<file path="src/design/mipsdec_pkg.sv">
package mipsdec_pkg;

   // primary opcodes
   localparam logic [5:0] OP_SPECIAL = 6'h00;
   localparam logic [5:0] OP_REGIMM  = 6'h01;
   localparam logic [5:0] OP_J       = 6'h02;
   localparam logic [5:0] OP_JAL     = 6'h03;
   localparam logic [5:0] OP_I_FIRST = 6'h04;
   localparam logic [5:0] OP_I_LAST  = 6'h2E;
   localparam logic [5:0] OP_COP0    = 6'h10;
   localparam logic [5:0] OP_COP2    = 6'h12;
   localparam logic [5:0] OP_LWC1    = 6'h31;
   localparam logic [5:0] OP_SWC1    = 6'h39;
   localparam logic [5:0] OP_LWC2    = 6'h32;
   localparam logic [5:0] OP_SWC2    = 6'h3A;

   // special function codes handled outside the r table
   localparam logic [5:0] FN_SYSCALL = 6'h0C;
   localparam logic [5:0] FN_BREAK   = 6'h0D;
   localparam logic [5:0] FN_TGE     = 6'h30;
   localparam logic [5:0] FN_TEQ     = 6'h34;

   // coprocessor move selectors in rs
   localparam logic [4:0] RS_MF = 5'd0;
   localparam logic [4:0] RS_CF = 5'd2;
   localparam logic [4:0] RS_MT = 5'd4;
   localparam logic [4:0] RS_CT = 5'd6;

   localparam logic [31:0] JUMP_REGION_MASK = 32'hF000_0000;

   typedef enum logic [2:0] {
      FMT_R, FMT_TRAP, FMT_I, FMT_J, FMT_SYS, FMT_COP0, FMT_COP2, FMT_COPLS
   } format_type;

   typedef enum logic [2:0] {
      CAT_NONE, CAT_JUMP, CAT_CALL, CAT_COND, CAT_LOAD, CAT_STORE
   } category_type;

   typedef enum logic [2:0] {
      FORM_NONE, FORM_REG, FORM_RRR, FORM_DISPL, FORM_RI, FORM_RRI, FORM_RRA
   } form_type;

   typedef enum logic [6:0] {
      MN_NONE = 7'd0,
      MN_ADD, MN_ADDU, MN_AND, MN_DIV, MN_DIVU, MN_MULT, MN_MULTU, MN_NOR, MN_OR,
      MN_SLL, MN_SRA, MN_SRL, MN_SUB, MN_SUBU, MN_XOR, MN_SLT, MN_SLTU, MN_JR,
      MN_MFHI, MN_MFLO, MN_MTHI, MN_MTLO, MN_SLLV, MN_SRAV, MN_SRLV, MN_JALR,
      MN_TGE, MN_TEQ,
      MN_ADDI, MN_ADDIU, MN_ANDI, MN_ORI, MN_LUI, MN_BEQ, MN_BNE, MN_BGEZ,
      MN_BGTZ, MN_BLEZ, MN_LB, MN_LBU, MN_LH, MN_LHU, MN_LW, MN_LWL, MN_LWR,
      MN_SB, MN_SH, MN_SW, MN_SWL, MN_SWR, MN_LHI, MN_LLO, MN_SLTI, MN_SLTIU,
      MN_XORI,
      MN_J, MN_JAL,
      MN_SYSCALL, MN_BREAK,
      MN_MFC0, MN_MTC0,
      MN_MFC2, MN_MTC2, MN_CFC2, MN_CTC2,
      MN_LWC1, MN_SWC1, MN_LWC2, MN_SWC2
   } mnemonic_type;

   typedef struct packed {
      logic          valid_res;
      format_type    format_code;
      mnemonic_type  mnemonic_code;
      category_type  category_code;
      form_type      operand_form;
      logic [4:0]    first_register;
      logic [4:0]    second_register;
      logic [4:0]    third_register;
      logic [15:0]   immediate_value;
      logic [31:0]   target_address;
      logic          has_delay_slot;
      logic          stops_flow;
   } decode_result_type;

   // r format table, indexed by funct
   function automatic mnemonic_type r_lookup(input logic [5:0] fn);
      mnemonic_type m;
      unique case (fn)
         6'h20:   m = MN_ADD;
         6'h21:   m = MN_ADDU;
         6'h24:   m = MN_AND;
         6'h1A:   m = MN_DIV;
         6'h1B:   m = MN_DIVU;
         6'h18:   m = MN_MULT;
         6'h19:   m = MN_MULTU;
         6'h27:   m = MN_NOR;
         6'h25:   m = MN_OR;
         6'h00:   m = MN_SLL;
         6'h03:   m = MN_SRA;
         6'h02:   m = MN_SRL;
         6'h22:   m = MN_SUB;
         6'h23:   m = MN_SUBU;
         6'h26:   m = MN_XOR;
         6'h2A:   m = MN_SLT;
         6'h2B:   m = MN_SLTU;
         6'h08:   m = MN_JR;
         6'h10:   m = MN_MFHI;
         6'h12:   m = MN_MFLO;
         6'h11:   m = MN_MTHI;
         6'h13:   m = MN_MTLO;
         6'h04:   m = MN_SLLV;
         6'h07:   m = MN_SRAV;
         6'h06:   m = MN_SRLV;
         6'h09:   m = MN_JALR;
         default: m = MN_NONE;
      endcase
      return m;
   endfunction

   // i format table, indexed by opcode
   function automatic mnemonic_type i_lookup(input logic [5:0] op);
      mnemonic_type m;
      unique case (op)
         6'h08:   m = MN_ADDI;
         6'h09:   m = MN_ADDIU;
         6'h0C:   m = MN_ANDI;
         6'h0D:   m = MN_ORI;
         6'h0F:   m = MN_LUI;
         6'h04:   m = MN_BEQ;
         6'h05:   m = MN_BNE;
         6'h01:   m = MN_BGEZ;
         6'h07:   m = MN_BGTZ;
         6'h06:   m = MN_BLEZ;
         6'h20:   m = MN_LB;
         6'h24:   m = MN_LBU;
         6'h21:   m = MN_LH;
         6'h25:   m = MN_LHU;
         6'h23:   m = MN_LW;
         6'h22:   m = MN_LWL;
         6'h26:   m = MN_LWR;
         6'h28:   m = MN_SB;
         6'h29:   m = MN_SH;
         6'h2B:   m = MN_SW;
         6'h2A:   m = MN_SWL;
         6'h2E:   m = MN_SWR;
         6'h19:   m = MN_LHI;
         6'h18:   m = MN_LLO;
         6'h0A:   m = MN_SLTI;
         6'h0B:   m = MN_SLTIU;
         6'h0E:   m = MN_XORI;
         default: m = MN_NONE;
      endcase
      return m;
   endfunction

   function automatic category_type cat_lookup(input mnemonic_type m);
      category_type c;
      unique case (m)
         MN_JR, MN_J:                                 c = CAT_JUMP;
         MN_JALR, MN_JAL:                             c = CAT_CALL;
         MN_BEQ, MN_BNE, MN_BGEZ, MN_BGTZ, MN_BLEZ:   c = CAT_COND;
         MN_LUI, MN_LB, MN_LBU, MN_LH, MN_LHU, MN_LW,
         MN_LWL, MN_LWR, MN_MFC0, MN_MTC0:            c = CAT_LOAD;
         MN_SB, MN_SH, MN_SW, MN_SWL, MN_SWR:         c = CAT_STORE;
         default:                                     c = CAT_NONE;
      endcase
      return c;
   endfunction

endpackage

</file>
<file path="src/design/mipsdec_decode.sv">
module mipsdec_decode import mipsdec_pkg::*; (
   input  logic [31:0]       instruction_word,
   input  logic [31:0]       instruction_address,
   output decode_result_type result
);

   logic [5:0]   op;
   logic [4:0]   rs;
   logic [4:0]   rt;
   logic [4:0]   rd;
   logic [5:0]   fn;
   logic [15:0]  imm;
   logic [31:0]  pc_plus4;
   logic [31:0]  branch_target;
   logic [31:0]  jump_target;

   assign op  = instruction_word[31:26];
   assign rs  = instruction_word[25:21];
   assign rt  = instruction_word[20:16];
   assign rd  = instruction_word[15:11];
   assign fn  = instruction_word[5:0];
   assign imm = instruction_word[15:0];

   assign pc_plus4      = instruction_address + 32'd4;
   assign branch_target = pc_plus4 + {{14{imm[15]}}, imm, 2'b00};
   assign jump_target   = (pc_plus4 & JUMP_REGION_MASK) | {4'd0, instruction_word[25:0], 2'b00};

   always_comb begin
      format_type   fmt;
      mnemonic_type m;
      logic         known;

      fmt   = FMT_R;
      m     = MN_NONE;
      known = 1'b1;

      // format sort; coprocessor opcodes take priority over the i range
      priority if (op == OP_SPECIAL) begin
         if (fn == FN_SYSCALL || fn == FN_BREAK) begin
            fmt = FMT_SYS;
            m   = (fn == FN_SYSCALL) ? MN_SYSCALL : MN_BREAK;
         end else if (fn == FN_TGE || fn == FN_TEQ) begin
            fmt = FMT_TRAP;
            m   = (fn == FN_TGE) ? MN_TGE : MN_TEQ;
         end else begin
            fmt = FMT_R;
            m   = r_lookup(fn);
         end
      end else if (op == OP_COP0) begin
         fmt = FMT_COP0;
         m   = (rs == RS_MF) ? MN_MFC0 : (rs == RS_MT) ? MN_MTC0 : MN_NONE;
      end else if (op == OP_COP2) begin
         fmt = FMT_COP2;
         m   = (rs == RS_MF) ? MN_MFC2 : (rs == RS_MT) ? MN_MTC2 :
               (rs == RS_CF) ? MN_CFC2 : (rs == RS_CT) ? MN_CTC2 : MN_NONE;
      end else if (op == OP_LWC1 || op == OP_SWC1 || op == OP_LWC2 || op == OP_SWC2) begin
         fmt = FMT_COPLS;
         m   = (op == OP_LWC1) ? MN_LWC1 : (op == OP_SWC1) ? MN_SWC1 :
               (op == OP_LWC2) ? MN_LWC2 : MN_SWC2;
      end else if ((op >= OP_I_FIRST && op <= OP_I_LAST) || op == OP_REGIMM) begin
         fmt = FMT_I;
         m   = i_lookup(op);
      end else if (op == OP_J || op == OP_JAL) begin
         fmt = FMT_J;
         m   = (op == OP_J) ? MN_J : MN_JAL;
      end else begin
         known = 1'b0;
      end

      result               = '0;
      result.valid_res     = known;
      result.format_code   = fmt;
      result.mnemonic_code = m;

      if (m != MN_NONE) begin
         result.category_code  = cat_lookup(m);
         result.has_delay_slot = (m == MN_BEQ) || (m == MN_BNE) || (m == MN_BGEZ) ||
                                 (m == MN_BGTZ) || (m == MN_BLEZ) || (m == MN_J) ||
                                 (m == MN_JAL) || (m == MN_JR) || (m == MN_JALR);
         result.stops_flow     = (m == MN_BREAK);

         if (fmt == FMT_R) begin
            if (m == MN_JR || m == MN_JALR) begin
               result.operand_form   = FORM_REG;
               result.first_register = rs;
            end else begin
               result.operand_form    = FORM_RRR;
               result.first_register  = rd;
               result.second_register = rs;
               result.third_register  = rt;
            end
         end else if (fmt == FMT_I) begin
            result.first_register = rt;
            if (m >= MN_LB && m <= MN_SWR) begin
               result.operand_form    = FORM_DISPL;
               result.second_register = rs;
               result.immediate_value = imm;
            end else if (m == MN_LUI) begin
               result.operand_form    = FORM_RI;
               result.immediate_value = imm;
            end else if (cat_lookup(m) == CAT_COND) begin
               result.operand_form    = FORM_RRA;
               result.second_register = rs;
               result.target_address  = branch_target;
            end else begin
               result.operand_form    = FORM_RRI;
               result.second_register = rs;
               result.immediate_value = imm;
            end
         end else if (fmt == FMT_J) begin
            result.target_address = jump_target;
         end
      end

      // unknown format gives an all-zero result
      if (!known) begin
         result = '0;
      end
   end

endmodule

</file>
<file path="src/design/mips32_instruction_decoder.sv">
// mips32 instruction decoder: takes one instruction word with its address per
// cycle while not stalled and returns one decoded word per input, in order. a
// word passes the input register, then the result register after the decode
// tables and the two target adders; sustained rate is one word per cycle while
// rsp_tready stays high, set by the single decode pass between those registers.
// while a result waits on rsp_tready the input register still takes one more
// word; after that req_tready stays low until the result register drains.
module mips32_instruction_decoder import mipsdec_pkg::*; (
   input  logic        clock,
   input  logic        reset,

   input  logic        req_tvalid,
   output logic        req_tready,
   input  logic [63:0] req_tdata,   // [31:0] instruction_word, [63:32] instruction_address

   output logic        rsp_tvalid,
   input  logic        rsp_tready,
   // [0] valid_res, [3:1] format_code, [10:4] mnemonic_code,
   // [13:11] category_code, [16:14] operand_form, [21:17] first_register,
   // [26:22] second_register, [31:27] third_register, [47:32] immediate_value,
   // [79:48] target_address, [80] has_delay_slot, [81] stops_flow, [87:82] zero
   output logic [87:0] rsp_tdata
);

   // input stage
   logic              s1_valid_ff;
   logic              s1_valid_in;
   logic [31:0]       word_ff;
   logic [31:0]       addr_ff;

   // result stage
   logic              s2_valid_ff;
   logic              s2_valid_in;
   decode_result_type res_ff;
   decode_result_type res_in;

   logic              req_accept;
   logic              s2_load;

   // input stage advances whenever the result register is empty or draining
   assign s2_load    = s1_valid_ff && (!s2_valid_ff || rsp_tready);
   assign req_tready = !s1_valid_ff || !s2_valid_ff || rsp_tready;
   assign req_accept = req_tvalid && req_tready;

   always_comb begin
      s1_valid_in = s1_valid_ff;
      if (req_accept) begin
         s1_valid_in = 1'b1;
      end else if (s2_load) begin
         s1_valid_in = 1'b0;
      end

      s2_valid_in = s2_valid_ff;
      if (s2_load) begin
         s2_valid_in = 1'b1;
      end else if (rsp_tready) begin
         s2_valid_in = 1'b0;
      end
   end

   always_ff @(posedge clock) begin
      if (reset) begin
         s1_valid_ff <= 1'b0;
         s2_valid_ff <= 1'b0;
      end else begin
         s1_valid_ff <= s1_valid_in;
         s2_valid_ff <= s2_valid_in;
      end
   end

   // payload registers, no reset needed
   always_ff @(posedge clock) begin
      if (req_accept) begin
         word_ff <= req_tdata[31:0];
         addr_ff <= req_tdata[63:32];
      end
      if (s2_load) begin
         res_ff <= res_in;
      end
   end

   // format sort, table lookup, operand pick and target adders
   mipsdec_decode u_decode (
      .instruction_word    (word_ff),
      .instruction_address (addr_ff),
      .result              (res_in)
   );

   assign rsp_tvalid = s2_valid_ff;

   always_comb begin
      rsp_tdata        = '0;
      rsp_tdata[0]     = res_ff.valid_res;
      rsp_tdata[3:1]   = res_ff.format_code;
      rsp_tdata[10:4]  = res_ff.mnemonic_code;
      rsp_tdata[13:11] = res_ff.category_code;
      rsp_tdata[16:14] = res_ff.operand_form;
      rsp_tdata[21:17] = res_ff.first_register;
      rsp_tdata[26:22] = res_ff.second_register;
      rsp_tdata[31:27] = res_ff.third_register;
      rsp_tdata[47:32] = res_ff.immediate_value;
      rsp_tdata[79:48] = res_ff.target_address;
      rsp_tdata[80]    = res_ff.has_delay_slot;
      rsp_tdata[81]    = res_ff.stops_flow;
   end

endmodule
</file>
<file path="config.mk">
export PLATFORM = sky130hd
export DESIGN_NAME = mips32_instruction_decoder
export DESIGN_NICKNAME = d
export VERILOG_FILES = /design/src/design/mipsdec_pkg.sv /design/src/design/mipsdec_decode.sv /design/src/design/mips32_instruction_decoder.sv
export SDC_FILE = /design/constraint.sdc
export NUM_CORES = 1
export LEC_CHECK = 0
export ABC_AREA = 1
export BUFFER_PORTS_ARGS = -buffer_cell sky130_fd_sc_hd__buf_2
export CORE_MARGIN = 4
export CORE_UTILIZATION = 40
export DETAILED_ROUTE_END_ITERATION = 10
export SLEW_MARGIN = 20
export SYNTH_ARGS = -nofsm -noshare
export SYNTH_HDL_FRONTEND = slang
export SYNTH_SLANG_ARGS = --single-unit
export TNS_END_PERCENT = 100
</file>
<file path="constraint.sdc">
create_clock -name clock -period 4.7 [get_ports clock]
set_clock_uncertainty 0.05 [all_clocks]
set_input_delay 0 -clock clock [delete_from_list [all_inputs] [get_ports clock]]
set_output_delay 0 -clock clock [all_outputs]
set_load 0.02 [all_outputs]
</file>
After elaboration in Yosys (flattened, before gate mapping)
Memories as Yosys holds them, arrays and structs flattened. A register that Yosys moved wholly into a read port is not among the register bits.
Cells that the tools add are included.

operators by class
  $add $sub $neg = 2
  reductions and logical operators = 36
  equal/unequal tests = 30
  multiplexer cells = 69
  order comparisons = 4
  bitwise operators = 5

operators by type and width
  cell                                                              count
  32-bit 2-to-1 mux                                                 5
  7-bit 2-to-1 mux                                                  16
  82-bit 2-to-1 mux                                                 1
  71-bit 2-to-1 mux                                                 1
  16-bit 2-to-1 mux                                                 4
  7-bit by 6-bit == test with 1-bit output (second input constant)  9
  48-bit 2-to-1 mux                                                 1
  3-bit 2-to-1 mux                                                  15
  6-bit == test (second input constant)                             6
  32-bit by 3-bit adder with 32-bit output (second input constant)  1
  32-bit adder                                                      1
  32-bit by 28-bit OR with 32-bit output                            1
  13-bit 2-to-1 mux                                                 2
  1-bit logical OR                                                  19
  6-bit 2-to-1 mux                                                  3
  5-bit 2-to-1 mux                                                  3
  7-bit by 5-bit == test with 1-bit output (second input constant)  2
  1-bit 2-to-1 mux                                                  14
  6-bit by 2-bit == test with 1-bit output (second input constant)  2
  6-bit by 4-bit == test with 1-bit output (second input constant)  2
  6-bit by 5-bit == test with 1-bit output (second input constant)  2
  5-bit by 3-bit == test with 1-bit output (second input constant)  2
  10-bit 2-to-1 mux                                                 1
  3-bit by 2-bit == test with 1-bit output (second input constant)  3
  other kinds (18)                                                  30

word-level totals
  output and inout bits = 90
  bits of input ports = 68
  ROM bits = 1088
  memories kept = 4
  register bits after elaboration = 148
  word-level logic and storage cells = 166

memories
  name             words  bits a word  rd ports  clocked after memory_dff  write ports  line                source
  (no name shown)  64     6            1         1                         0            mipsdec_pkg.sv:113  unique case (op)
  (no name shown)  64     5            1         1                         0            mipsdec_pkg.sv:78   unique case (fn)
  (no name shown)  64     3            1         0                         0            mipsdec_pkg.sv:148  unique case (m)
  (no name shown)  64     3            1         0                         0            mipsdec_pkg.sv:148

Longest topological paths before layout
Gate-level depths: netlist of run 1.
An unclocked memory read counts as a cell.

  depth after elaboration = 23
  mapped depth = 22
  depth with buffers taken out = 22

Hierarchy
Synthesis of run 1 repeated with hierarchy kept, for this count alone.

unflattened totals
  cells, all modules = 1124
  area, all modules = 9501.6 um^2

by module, submodules not included
  module                      cells each  area each (um^2)  seq. area each (um^2)  times used
  mipsdec_decode              960         4978.5            0.0                    1
  mips32_instruction_decoder  164         4523.1            4424.2                 1

Worst setup path after synthesis of run 1
OpenSTA, ideal clock, no wires.

  path kind = flip-flop to flip-flop
  from = register s2_valid_ff (netlist: rsp_tvalid)
  to = register res_ff, in the netlist rsp_tdata[0] (enable)
  buffers on the path = 0
  data required time = 4100 ps
  stages on the path, launching flop included = 2
  setup slack = -309 ps
  period minus slack after synthesis = 5009 ps
  setup time = 550 ps
  data arrival time = 4409 ps
  cells stage by stage = dfxtp_1 -> a21oi_1

on the way
  word-level cells in the longest chain between the ends = 3

RTL lines
  item                    line                              source
  start, declared         mips32_instruction_decoder.sv:32  logic s2_valid_ff;
  start signal, assigned  mips32_instruction_decoder.sv:67  s2_valid_ff <= s2_valid_in;
  1-bit logical NOT       mips32_instruction_decoder.sv:41  assign s2_load = s1_valid_ff && (!s2_valid_ff || rsp_tready);
  1-bit logical OR        mips32_instruction_decoder.sv:41
  1-bit logical AND       mips32_instruction_decoder.sv:41
  via s2_load             mips32_instruction_decoder.sv:38  logic s2_load;
  end signal, assigned    mips32_instruction_decoder.sv:78  res_ff <= res_in;
  end, declared           mips32_instruction_decoder.sv:34  decode_result_type res_ff;

The timed path passes the listed nets, and every way through them passes these cells.
A chain may end at the register's enable or synchronous reset.

Worst setup path in the final report of run 1
  from = register addr_ff[2]
  to = register res_ff, in the netlist rsp_tdata[79], data pin

on the way
  word-level cells in the longest chain between the ends = 6
  elaborated cells between the ends (all ways) = 8

RTL lines
  item                                        line                              source
  start, declared                             mips32_instruction_decoder.sv:29  logic [31:0] addr_ff;
  start signal, assigned                      mips32_instruction_decoder.sv:75  addr_ff <= req_tdata[63:32];
  32-bit by 3-bit adder with 32-bit output *  mipsdec_decode.sv:24              assign pc_plus4 = instruction_address + 32'd4;
  32-bit adder                                mipsdec_decode.sv:25              assign branch_target = pc_plus4 + {{14{imm[15]}}, imm, 2'b00};
  32-bit 2-to-1 mux                           mipsdec_decode.sv:101             end else if (cat_lookup(m) == CAT_COND) begin
  32-bit 2-to-1 mux                           mipsdec_decode.sv:98              end else if (m == MN_LUI) begin
  32-bit 2-to-1 mux                           mipsdec_decode.sv:94              if (m >= MN_LB && m <= MN_SWR) begin
  32-bit 2-to-1 mux *                         mipsdec_decode.sv:92              end else if (fmt == FMT_I) begin

Every way passes the cells marked *; elsewhere a longest branch is shown, timed or not.

==> results.tsv, run 1 <==
metric	value	unit
status	complete, no violations	
GPL Wtd Cong	0.942	
layout cells sized above 1	19.1	%
post-synthesis instance area	9540	um^2
Resized Gates After CTS	0	
Crit Path Category	flip-flop to flip-flop	
I/O pin total	158	
root buffer cell	clkbuf_16	
GRT overflow	0	
Buffers on Ports	151	
Synthesis Warnings	0	
clk sink count	159	
LEAKAGE	5.31	nW
M3 GR Usage	3.54	%
post-route setup TNS	0	ps
largest family of logic cells by synthesized area	simple AND/OR/NAND/NOR gates	
clock insertion delay at the later pin of the skew report	440	ps
Reg2Reg Depth	19	
setup slack at placement	691	ps
sink of the worst hold path	addr_ff[22]$_DFFE_PP_	
grt met1 use	27.2	%
die area	26400	um^2
Final Non-Filler Cells	1629	
hold_sp	req_tdata[54]	
Tmin final	4020	ps
CTS Buf Count	17	
Reg power frac	42.6	%
FF-to-FF End	rsp_tdata[79]$_SDFFCE_PP0P_	
initial antenna violation count	0	
prevailing post-synth register cell	edfxtp_1	
final net count	1410	
Cell Rows	56	
H-tree depth	4	
Min-Delay Path Class	input port to flip-flop	
commonest non-fill, non-tap cell in the layout	nand2_1	
antenna cells	0	
Max Clk Rate	0.249	GHz
post-route ant nets	0	
adder-cell area share of the yosys netlist	5.98	%
Seq cells post-synth	159	
WHS Path Cells	2	
Clock Path Buffers	2	
fin worst setup slack	684	ps
Pre-Repair DR Iteration Count	5	
grt met2 use	34.3	%
Die Width	162	um
GRT busiest layer	met2	
sequential share of the synthesized area	48.7	%
xor/xnor share of the synthesized area	4.59	%
proportion of synthesized area in mux cells	0	%
R2R setup slack	680	ps
Worst EP arrival	4130	ps
asr flop ratio synth	0	%
initial drt markers	464	
RSZ-0062 raised after global routing	false	
Die Y-Extent	162	um
core area	23500	um^2
Final HPWL DP	20.4	mm
Synth Instances	1068	
fin crit share	85.4	%
WL/cell	16.5	um
Max VDD drop	0.241	mV
DR vias/cell	5.05	
P per Cell Area	339	nW/um^2
R2R Path Start	addr_ff[2]$_DFFE_PP_	
worst relative slew slack	42.1	%
DRC viols	0	
Max Slew Vio Count	0	
Post-synth EDFFs	146	
area grow syn2layout	24.9	%
Sw Pwr	1.26	mW
part of the power in the clock network	36.1	%
Crit. End Element	flip-flop	
Final Hold Viols	0	
switching fraction of total power	31.3	%
Int Pwr	2.77	mW
worst slew pin tran	867	ps
commonest cells after routing, fill and taps aside	nand2_1 (218), buf_2 (151), edfxtp_1 (146)	
vias in the first global route	7957	
clock slew at reported path FFs	70	ps
maxcap violations	0	
worst path required time	4810	ps
Post-Syn Area per Cell	8.93	um^2
CTS tree	built	
Inst Count DP	1530	
Worst Setup Start Kind	flip-flop	
Initial Util	40.7	%
setup violators final	0	
final WL	26.9	mm
post-synthesis compound-gate area fraction	10.6	%
Synth cell types	57	
Core Util, Final	50.8	%
Vias	8232	
Post-Synth Simple-Gate Area	23.1	%
GRT Util Overall	20.5	%
CP max FO	5	
largest net degree at the start of global routing	65	
Logic pwr share	21.3	%
first-pass GRT wire length	42.4	mm
==> sequential cells by signal, summed over array words and instances (netlist names), named ones only <==
name         flops
rsp_tvalid       1
rsp_tdata       82
addr_ff         32
word_ff         32
s1_valid_ff      1
==> cells in the mapped netlist, types with 5 or more instances <==
cell type	instances	area [um^2]
dfxtp_1	13	260
inv_2	11	41.3
ha_1	44	551
nor2_1	102	383
nor3_2	10	100
nand4_1	26	163
xnor2_1	20	175
o211ai_1	8	60.1
inv_1	127	477
nor4_1	5	31.3
buf_4	8	60.1
a21oi_1	56	280
nor3_1	16	80.1
nand2_2	8	50.1
nand3_1	72	360
nand2_1	218	818
o22ai_1	12	75.1
xor2_1	30	263
o21ai_0	61	305
nor2_2	11	68.8
edfxtp_1	146	4380
o22ai_2	5	62.6
==> worst max path at each step <==
stage / startpoint / endpoint / slack (ps) / depth (start not counted)
after detailed placement: addr_ff[2]$_DFFE_PP_ / rsp_tdata[79]$_SDFFCE_PP0P_ / 690 / 19
after floorplan: addr_ff[2]$_DFFE_PP_ / rsp_tdata[79]$_SDFFCE_PP0P_ / 1250 / 19
after global routing: addr_ff[2]$_DFFE_PP_ / rsp_tdata[79]$_SDFFCE_PP0P_ / 230 / 18
after global placement: addr_ff[2]$_DFFE_PP_ / rsp_tdata[76]$_SDFFCE_PP0P_ / 810 / 18
after CTS: addr_ff[2]$_DFFE_PP_ / rsp_tdata[79]$_SDFFCE_PP0P_ / 670 / 18
final: addr_ff[2]$_DFFE_PP_ / rsp_tdata[79]$_SDFFCE_PP0P_ / 680 / 19
==> power groups by stage <==
| stage | logic, mW | clock network, mW | registers (mW) |
|---|---|---|---|
| finish | 0.860 | 1.46 | 1.72 |
| detailed placement | 0.813 | 0 | 1.75 |
| CTS | 0.860 | 1.48 | 1.72 |
| global route | 0.957 | 1.55 | 1.73 |
| floorplan | 0.536 | 0 | 1.79 |
| global placement | 0.813 | 0 | 1.75 |
==> what timing repair did <==
| item | in CTS | in global routing |
|---|---|---|
| setup buffers | 0 | 0 |
| endpoints found under the hold margin | 66 | 0 |
| hold buffers | 67 | 0 |
==> metal layers <==
metal	wire (um)	vias up	share of wire, %
li1	-	4094	-
met1	11800	3826	44
met2	12800	270	48
met3	1620	42	6.0
met4	630	0	2.3
met5	0	-	0
==> cell type report <==
cell class / instances / area (um^2)
Inverter: 139 / 522
Multi-Input combinational cell: 754 / 4250
Fill cell: 2210 / 11600
Timing Repair Buffer: 226 / 1490
Clock buffer: 18 / 429
Tap cell: 319 / 399
Sequential cell: 159 / 4640
Clock inverter: 14 / 185
==> cell families (layout without fill, tap and decap cells) <==
group / after synthesis / count (layout)
other cells: 1 / 6
fa+ha+maj: 45 / 45
xor+xnor: 50 / 50
compound gates: 170 / 170
simple gates: 483 / 483
buf+inv: 160 / 397
flops: 159 / 159
==> per-stage QoR <==
| step | hold WS [ps] | instance area [um^2] | power (mW) |
|---|---|---|---|
| finish | 211 | 11900 | 4.04 |
| global route | 209 | 11900 | 4.23 |
| CTS | 200 | 11900 | 4.06 |
| detailed placement | 127 | 10600 | 2.56 |
| global placement | 127 | 10600 | 2.56 |
| floorplan | 19.1 | 9560 | 2.32 |
==> critical path, stage by stage, from the launching register on <==
cell and delay (ps):
edfxtp_1 370, ha_1 190, nand3_1 120, nor3_1 260, nand3_1 180, nor2_2 220, nand2_1 110, nor2_1 210
nand3_1 110, nor3_1 190, xnor2_1 140, inv_1 60, ha_1 350, a21oi_1 230, o21ai_0 150, a211oi_1 300
o211ai_1 170, nand3b_1 180, nand3_1 80, o21ai_0 80
(Power assumes the default switching activity.)
==> run 2, diff against run 1 <==
- CORE_ASPECT_RATIO: unset -> 0.5
==> run 2 against run 1 <==
Global-route usage up 0.68 points. Worst hold slack better by 0.81 ps. Combinational power up 1%. Clock power down 12%. Setup slack worse by 380 ps. Critical path type unchanged. Critical endpoint unchanged.
==> results.tsv, run 2 (same netlist as run 1, synthesis figures left out) <==
metric	value	unit	change
commonest cells after routing, fill and taps aside	nand2_1 (218), buf_2 (151), edfxtp_1 (146)		unchanged
LEAKAGE	5.26	nW	was 5.31 nW
maxcap violations	0		unchanged
clock slew at reported path FFs	70	ps	about the same
RSZ-0062 raised after global routing	false		unchanged
GRT Util Overall	21.2	%	was 20.5%
grt met1 use	30.6	%	was 27.2%
post-route setup TNS	0	ps	unchanged
post-route ant nets	0		unchanged
R2R setup slack	300	ps	was 680 ps
Reg2Reg Depth	19		unchanged
worst relative slew slack	38.2	%	was 42.1%
DR vias/cell	5.18		was 5.05
Crit Path Category	flip-flop to flip-flop		unchanged
Fill cells	2200		was 2,210
largest net degree at the start of global routing	65		unchanged
Die Y-Extent	117	um	was 162 um
GPL Wtd Cong	0.939		was 0.942
Final HPWL DP	21.3	mm	was 20.4 mm
clk sink count	159		unchanged
clock insertion delay at the later pin of the skew report	440	ps	about the same
final net count	1409		was 1,410
Cell Rows	39		was 56
grt met2 use	33.3	%	was 34.3%
Worst Setup Start Kind	flip-flop		unchanged
P per Cell Area	328	nW/um^2	was 339 nW/um^2
worst slew pin tran	927	ps	was 867 ps
Die Width	226	um	was 162 um
CTS Buf Count	17		unchanged
commonest non-fill, non-tap cell in the layout	nand2_1		unchanged
Tmin final	4400	ps	was 4020 ps
Clock Path Buffers	2		unchanged
GRT overflow	0		unchanged
DRC viols	0		unchanged
Max VDD drop	0.189	mV	was 0.241 mV
Max Slew Vio Count	0		unchanged
Max Clk Rate	0.227	GHz	was 0.249 GHz
Tot Pwr	3.88	mW	was 4.04 mW
Min-Delay Path Class	input port to flip-flop		unchanged
post-CTS setup buffer count	0		unchanged
CP max FO	4		was 5
R2R Path Start	addr_ff[2]$_DFFE_PP_		unchanged
status	complete, no violations		unchanged
WHS Path Cells	2		unchanged
GRT busiest layer	met2		unchanged
CP startpoint	addr_ff[2]$_DFFE_PP_		unchanged
WL/cell	17.2	um	was 16.5 um
Resized Gates After CTS	0		unchanged
I/O pin total	158		unchanged
layout cells sized above 1	18.9	%	was 19.1%
initial antenna violation count	0		unchanged
die area	26500	um^2	was 26,400 um^2
setup violators final	0		unchanged
Pre-Repair DR Iteration Count	5		unchanged
first-pass GRT wire length	43.5	mm	was 42.4 mm
Worst EP arrival	4520	ps	was 4130 ps
Vias	8376		was 8,232
register area	4640	um^2	unchanged
vias in the first global route	8047		was 7,957
H-tree depth	4		unchanged
hold_sp	req_tdata[52]		was req_tdata[54]
area of the multi-input gates	4250	um^2	unchanged
antenna cells	0		unchanged
CTS tree	built		unchanged
hold_buf cts	67		unchanged
max reg flops	82		unchanged
Initial Util	41.3	%	was 40.7%
initial drt markers	795		was 464
core area	23100	um^2	was 23,500 um^2
Crit. End Element	flip-flop		unchanged
Buffers on Ports	151		unchanged
worst path required time	4820	ps	was 4810 ps
M3 GR Usage	4.44	%	was 3.54%
root buffer cell	clkbuf_16		unchanged
final WL	27.7	mm	was 26.9 mm
Final Hold Viols	0		unchanged
fin crit share	93.6	%	was 85.4%
area grow syn2layout	23.9	%	was 24.9%
==> run 2: cell count changes in the layout (fill, tap and decap cells not counted), sizes merged <==
cell,change
clkinv,+5
bufinv,-2
buf,-1
inv,-5
clkbuf,-1
clkinvlp,+3
==> run 2: area by class of cell <==
| type | instances | area share [%] |
|---|---|---|
| Clock buffer | 17 | 3.60 |
| Clock inverter | 15 | 0.953 |
| Inverter | 139 | 4.41 |
| Multi-Input combinational cell | 754 | 36.0 |
| Sequential cell | 159 | 39.3 |
| Tap cell | 307 | 3.25 |
| Timing Repair Buffer | 225 | 12.5 |
==> run 2: stage by stage <==
stage | std cells | area, um^2 | setup slack [ps] | util [%] | hold WS [ps]
2_1_floorplan | 1073 | 9560 | 1250 | - | 19.1
3_3_place_gp | 1517 | 10600 | 597 | 45.9 | 121
3_5_place_dp | 1517 | 10600 | 500 | 45.9 | 128
4_1_cts | 1616 | 11800 | 483 | 51.1 | 189
5_1_grt | 1616 | 11800 | 125 | 51.1 | 193
6_report | 1616 | 11800 | 300 | 51.1 | 212
==> run 2: power by group <==
part	internal [mW]	switching (mW)	total (mW)
Sequential	1.66	0.0568	1.72
Clock	0.681	0.609	1.29
Combinational	0.297	0.573	0.870
==> run 2: worst max-delay path, stage by stage (launching register included) <==
cell	delay [ps]
edfxtp_1	400
ha_1	210
nand3_1	130
nor3_1	260
nand3_1	190
nor2_2	170
nand2_1	100
nor2_1	210
nand3_1	120
nor3_1	220
xnor2_1	150
inv_1	60
ha_1	350
a21oi_1	210
o21ai_0	170
a211oi_1	550
o211ai_1	190
nand3b_1	200
nand3_1	80
o21ai_0	90
==> run 2: routing by layer <==
metal,routed length [um],up-vias
met5,0,-
met4,298,0
met3,1740,23
met2,12500,268
met1,13200,3976
li1,-,4109
==> run 2: path summary, 6_finish.rpt <==
| check | to |
|---|---|
| setup / recovery | rsp_tdata[79]$_SDFFCE_PP0P_ |
| setup reg to reg | rsp_tdata[79]$_SDFFCE_PP0P_ |
| hold reg to reg | s1_valid_ff$_SDFFE_PP0P_ |
| hold / removal | addr_ff[20]$_DFFE_PP_ |
